[config.mk]
export PLATFORM = sky130hd
export DESIGN_NAME = arc_ram
export DESIGN_NICKNAME = d
export VERILOG_FILES = /design/src/design/arc_ram.sv
export SDC_FILE = /design/constraint.sdc
export NUM_CORES = 1
export LEC_CHECK = 0
export BUFFER_PORTS_ARGS = -buffer_cell sky130_fd_sc_hd__buf_2
export CAP_MARGIN = 20
export CORE_UTILIZATION = 25
export CTS_CLUSTER_DIAMETER = 40
export DETAILED_ROUTE_END_ITERATION = 8
export PLACE_DENSITY = 0.4
export SLEW_MARGIN = 20
export SYNTH_ARGS = -nofsm -noshare
export SYNTH_HDL_FRONTEND = slang
export SYNTH_SLANG_ARGS = --single-unit
[constraint.sdc]
create_clock -name clk -period 4.2 [get_ports clk]
set_clock_uncertainty 0.2 [all_clocks]
set_input_delay 0.84 -clock clk [delete_from_list [all_inputs] [get_ports clk]]
set_output_delay 0.84 -clock clk [all_outputs]
set_load 0.01 [all_outputs]
[src/design/arc_ram.sv]
// generic single write port ram with registered read
module arc_ram #(
  parameter int WIDTH = 32,
  parameter int DEPTH = 36
) (
  input  logic                     clk,
  input  logic                     we,
  input  logic [$clog2(DEPTH)-1:0] waddr,
  input  logic [WIDTH-1:0]         wdata,
  input  logic [$clog2(DEPTH)-1:0] raddr,
  output logic [WIDTH-1:0]         rdata
);

  logic [WIDTH-1:0] mem [DEPTH];

  // write and registered read
  always_ff @(posedge clk) begin
    if (we) begin
      mem[waddr] <= wdata;
    end
    rdata <= mem[raddr];
  end

endmodule

==> metrics.md <==
| Metric | Value |
|---|---|
| Met1 usage | 0.191 |
| Layout Cells excl Fill | 5147 |
| First-pass GRT wire length | 191000 um |
| Clk_lat worst skew | 820 ps |
| Post-route ant nets | 0 |
| Power per cell area | 522 mW/mm2 |
| Main synth FF type | edfxtp_1 |
| GR Layer Usage met3 | 0.0297 |
| Root Buffer | clkbuf_16 |
| Number of synthesized flops with an enable pin | 1152 |
| Fmax | 370 MHz |
| Post-synth ARST share | 0 |
| HPWL after detailed placement | 79900 um |
| # IOs | 78 |
| RR Endpoint | rdata[21] |
| Status | complete, no violations |
| CORE AREA | 0.181 mm2 |
| CTS tree | done |
| GPL Wtd Cong | 0.734 |
| Least-Margin Pin Slew | 916 ps |
| Reg clk slew, reported paths | 50 ps |
| CTS max path bufs | 3 |
| Post-Route WL | 139000 um |
| Htree depth | 4 |
| Grt met2 use | 0.246 |
| Post-synth net total | 2391 |
| Drt initial violations | 1803 |
| Post CTS Setup Buffer Count | 0 |
| Max Cap Viol | 0 |
| Layout cells sized above 1 | 0.245 |
| Crit Path Class | in -> reg |
| Synth Area in XOR/XNOR | 0 |
| Crit-path max FO | 26 |
| P&R area growth vs syn | 23.3% |
| Vias/cell | 4.58 |
| Synth warn | 0 |
| Setup TNS | 0 ps |
| Crit path to | rdata[21] |
| Class of the worst hold path | in -> reg |
| DIE AREA | 0.185 mm2 |
| CTS Hold Bufs | 0 |
| Final worst setup slack | 1500 ps |
| Overall Power | 29.4 mW |
| Pleak | 19.2 nW |
| Total gr overflow | 0 |
| Post-Synth Simple-Gate Area | 0.00870 |
| Starting Density | 0.252 |
| Vias in the first global route | 24700 |
| Synth unique cells | 28 |
| Final period utilization | 0.643 |
| Num Clock Sinks | 1184 |
| Core Rows | 156 |
| Routed via count | 23600 |
| Worst R2R Start | mem[17][21] |
| Commonest non-fill, non-tap cell in the layout | edfxtp_1 |
| Post-cts sizing count | 0 |
| Die height | 430 um |
| # setup viols final | 0 |
| Worst setup EP type | flop |
| Pin count of the biggest net entering global routing | 76 |
| Register-to-register setup slack | 2160 ps |
| Dpl ws | 625 ps |
| Mux cell area share after synthesis | 0.128 |
| Drt first pass iters | 5 |
| Worst path arrival time | 3120 ps |
| Die W | 430 um |
| Post-Syn Instances | 2345 |
| Synth Area in Compound Gates | 0.0753 |
| Slew Viols, Final | 0 |
| Sequential cell area fraction in the yosys report | 0.771 |
| Tot GR Track Use | 0.149 |
| Hold Fails Final Rpt | 0 |
| Worst Setup Start Kind | input port |
| Synth Area in Adders | 0 |
| HP Start | wdata[28] |
| Post-Syn Area | 0.0457 mm2 |
| WP data required | 4620 ps |
| Period minus WS final | 2700 ps |
| Nets@finish | 2660 |
| Max VDD drop | 0.473 mV |
| CTS buffer count | 183 |
| Port Buffers | 77 |
| Synth Register Bits | 1184 |
| Worst reg2reg path depth | 5 |
| GRT busiest layer | met2 |
| Critical Path Start | raddr[1] |
| Fillers | 17400 |
| RSZ-0062 raised after global routing | no |
| Wire length per cell | 27.0 um |
| Largest family of logic cells by synthesized area | multiplexers |
| Placed Cells | 4799 |
| Slew HR | 0.390 |
| Commonest non-fill, non-tap cells in the layout | edfxtp_1 (1152), mux2i_1 (512), clkbuf_16 (184) |
| Initial antenna violation count | 16 |
| DRC | 0 |
| Syn avg cell area | 19.5 um2 |
worst max-delay path, stage by stage:
cell and delay, ps:
buf_2 190, nor2b_4 190, buf_12 180, buf_4 230
buf_4 200, a22o_1 220, a221oi_2 230, o22ai_1 170
o41ai_2 610
where the power goes:
group          switching, mW  internal, mW  total (mW)
Clock                   5.77          9.22        15.0
Combinational          0.847         0.457        1.30
Sequential            0.0595          13.1        13.1
metrics by stage:
step / cell area [um2] / hold WS, ps / util
4_1_cts: 56400 / 296 / 0.311
3_3_place_gp: 50200 / 446 / 0.277
3_5_place_dp: 50200 / 452 / 0.277
2_1_floorplan: 45700 / 429 / -
6_report: 56400 / 367 / 0.311
5_1_grt: 56400 / 348 / 0.311
synth_stat cells (all sizes together) (2+ instances only):
master | n | share of area
clkbuf | 62 | 0.0054
dfxtp | 32 | 0.014
o41ai | 32 | 0.011
mux4 | 32 | 0.016
nand2b | 2 | 0.00027
a22o | 64 | 0.012
o22ai | 32 | 0.0044
nand2 | 35 | 0.0029
edfxtp | 1152 | 0.76
a21oi | 64 | 0.0070
mux2i | 512 | 0.11
buf | 79 | 0.012
or3b | 2 | 0.00038
nand3 | 3 | 0.00033
a22oi | 128 | 0.021
nand3b | 5 | 0.00082
nor2b | 3 | 0.00041
nor2 | 39 | 0.0032
a221oi | 64 | 0.019
worst min-delay path by stage:
stage / depth (start not counted) / end
after floorplan: 3 / rdata[0]
after global placement: 3 / rdata[10]
after detailed placement: 3 / rdata[15]
after CTS: 1 / mem[24][22]
after global routing: 1 / mem[25][30]
final: 1 / mem[18][28]
logic make-up (layout without fill, tap and decap cells):
logic type,count (synthesis),after routing
AO/OA/AOI/OAI,384,384
multiplexers,544,544
flip-flops,1184,1184
other,0,5
AND/OR/NAND/NOR,92,92
buffers and inverters,141,568
layout make-up:
type / count / area, um2 / area share
Timing Repair Buffer: 225 / 2000 / 0.0354
Tap cell: 2370 / 2970 / 0.0526
Multi-Input combinational cell: 1020 / 9990 / 0.177
Sequential cell: 1184 / 35200 / 0.625
Clock inverter: 128 / 1450 / 0.0256
Clock buffer: 215 / 4750 / 0.0842
Antenna cell: 5 / 12.5 / 0.000222
routing by layer:
| metal | share of wire | routed length (um) | vias to the layer above |
|---|---|---|---|
| met5 | 0.00015 | 21 | - |
| met4 | 0.032 | 4390 | 4 |
| met3 | 0.044 | 6170 | 246 |
| met2 | 0.48 | 67300 | 555 |
| met1 | 0.44 | 61000 | 12500 |
| li1 | - | - | 10300 |
registers in the layout, indices dropped and copies added, names as in the netlist:
name and flops:
mem 1152, rdata 32
Note: power is estimated with default switching activity, not from simulation.
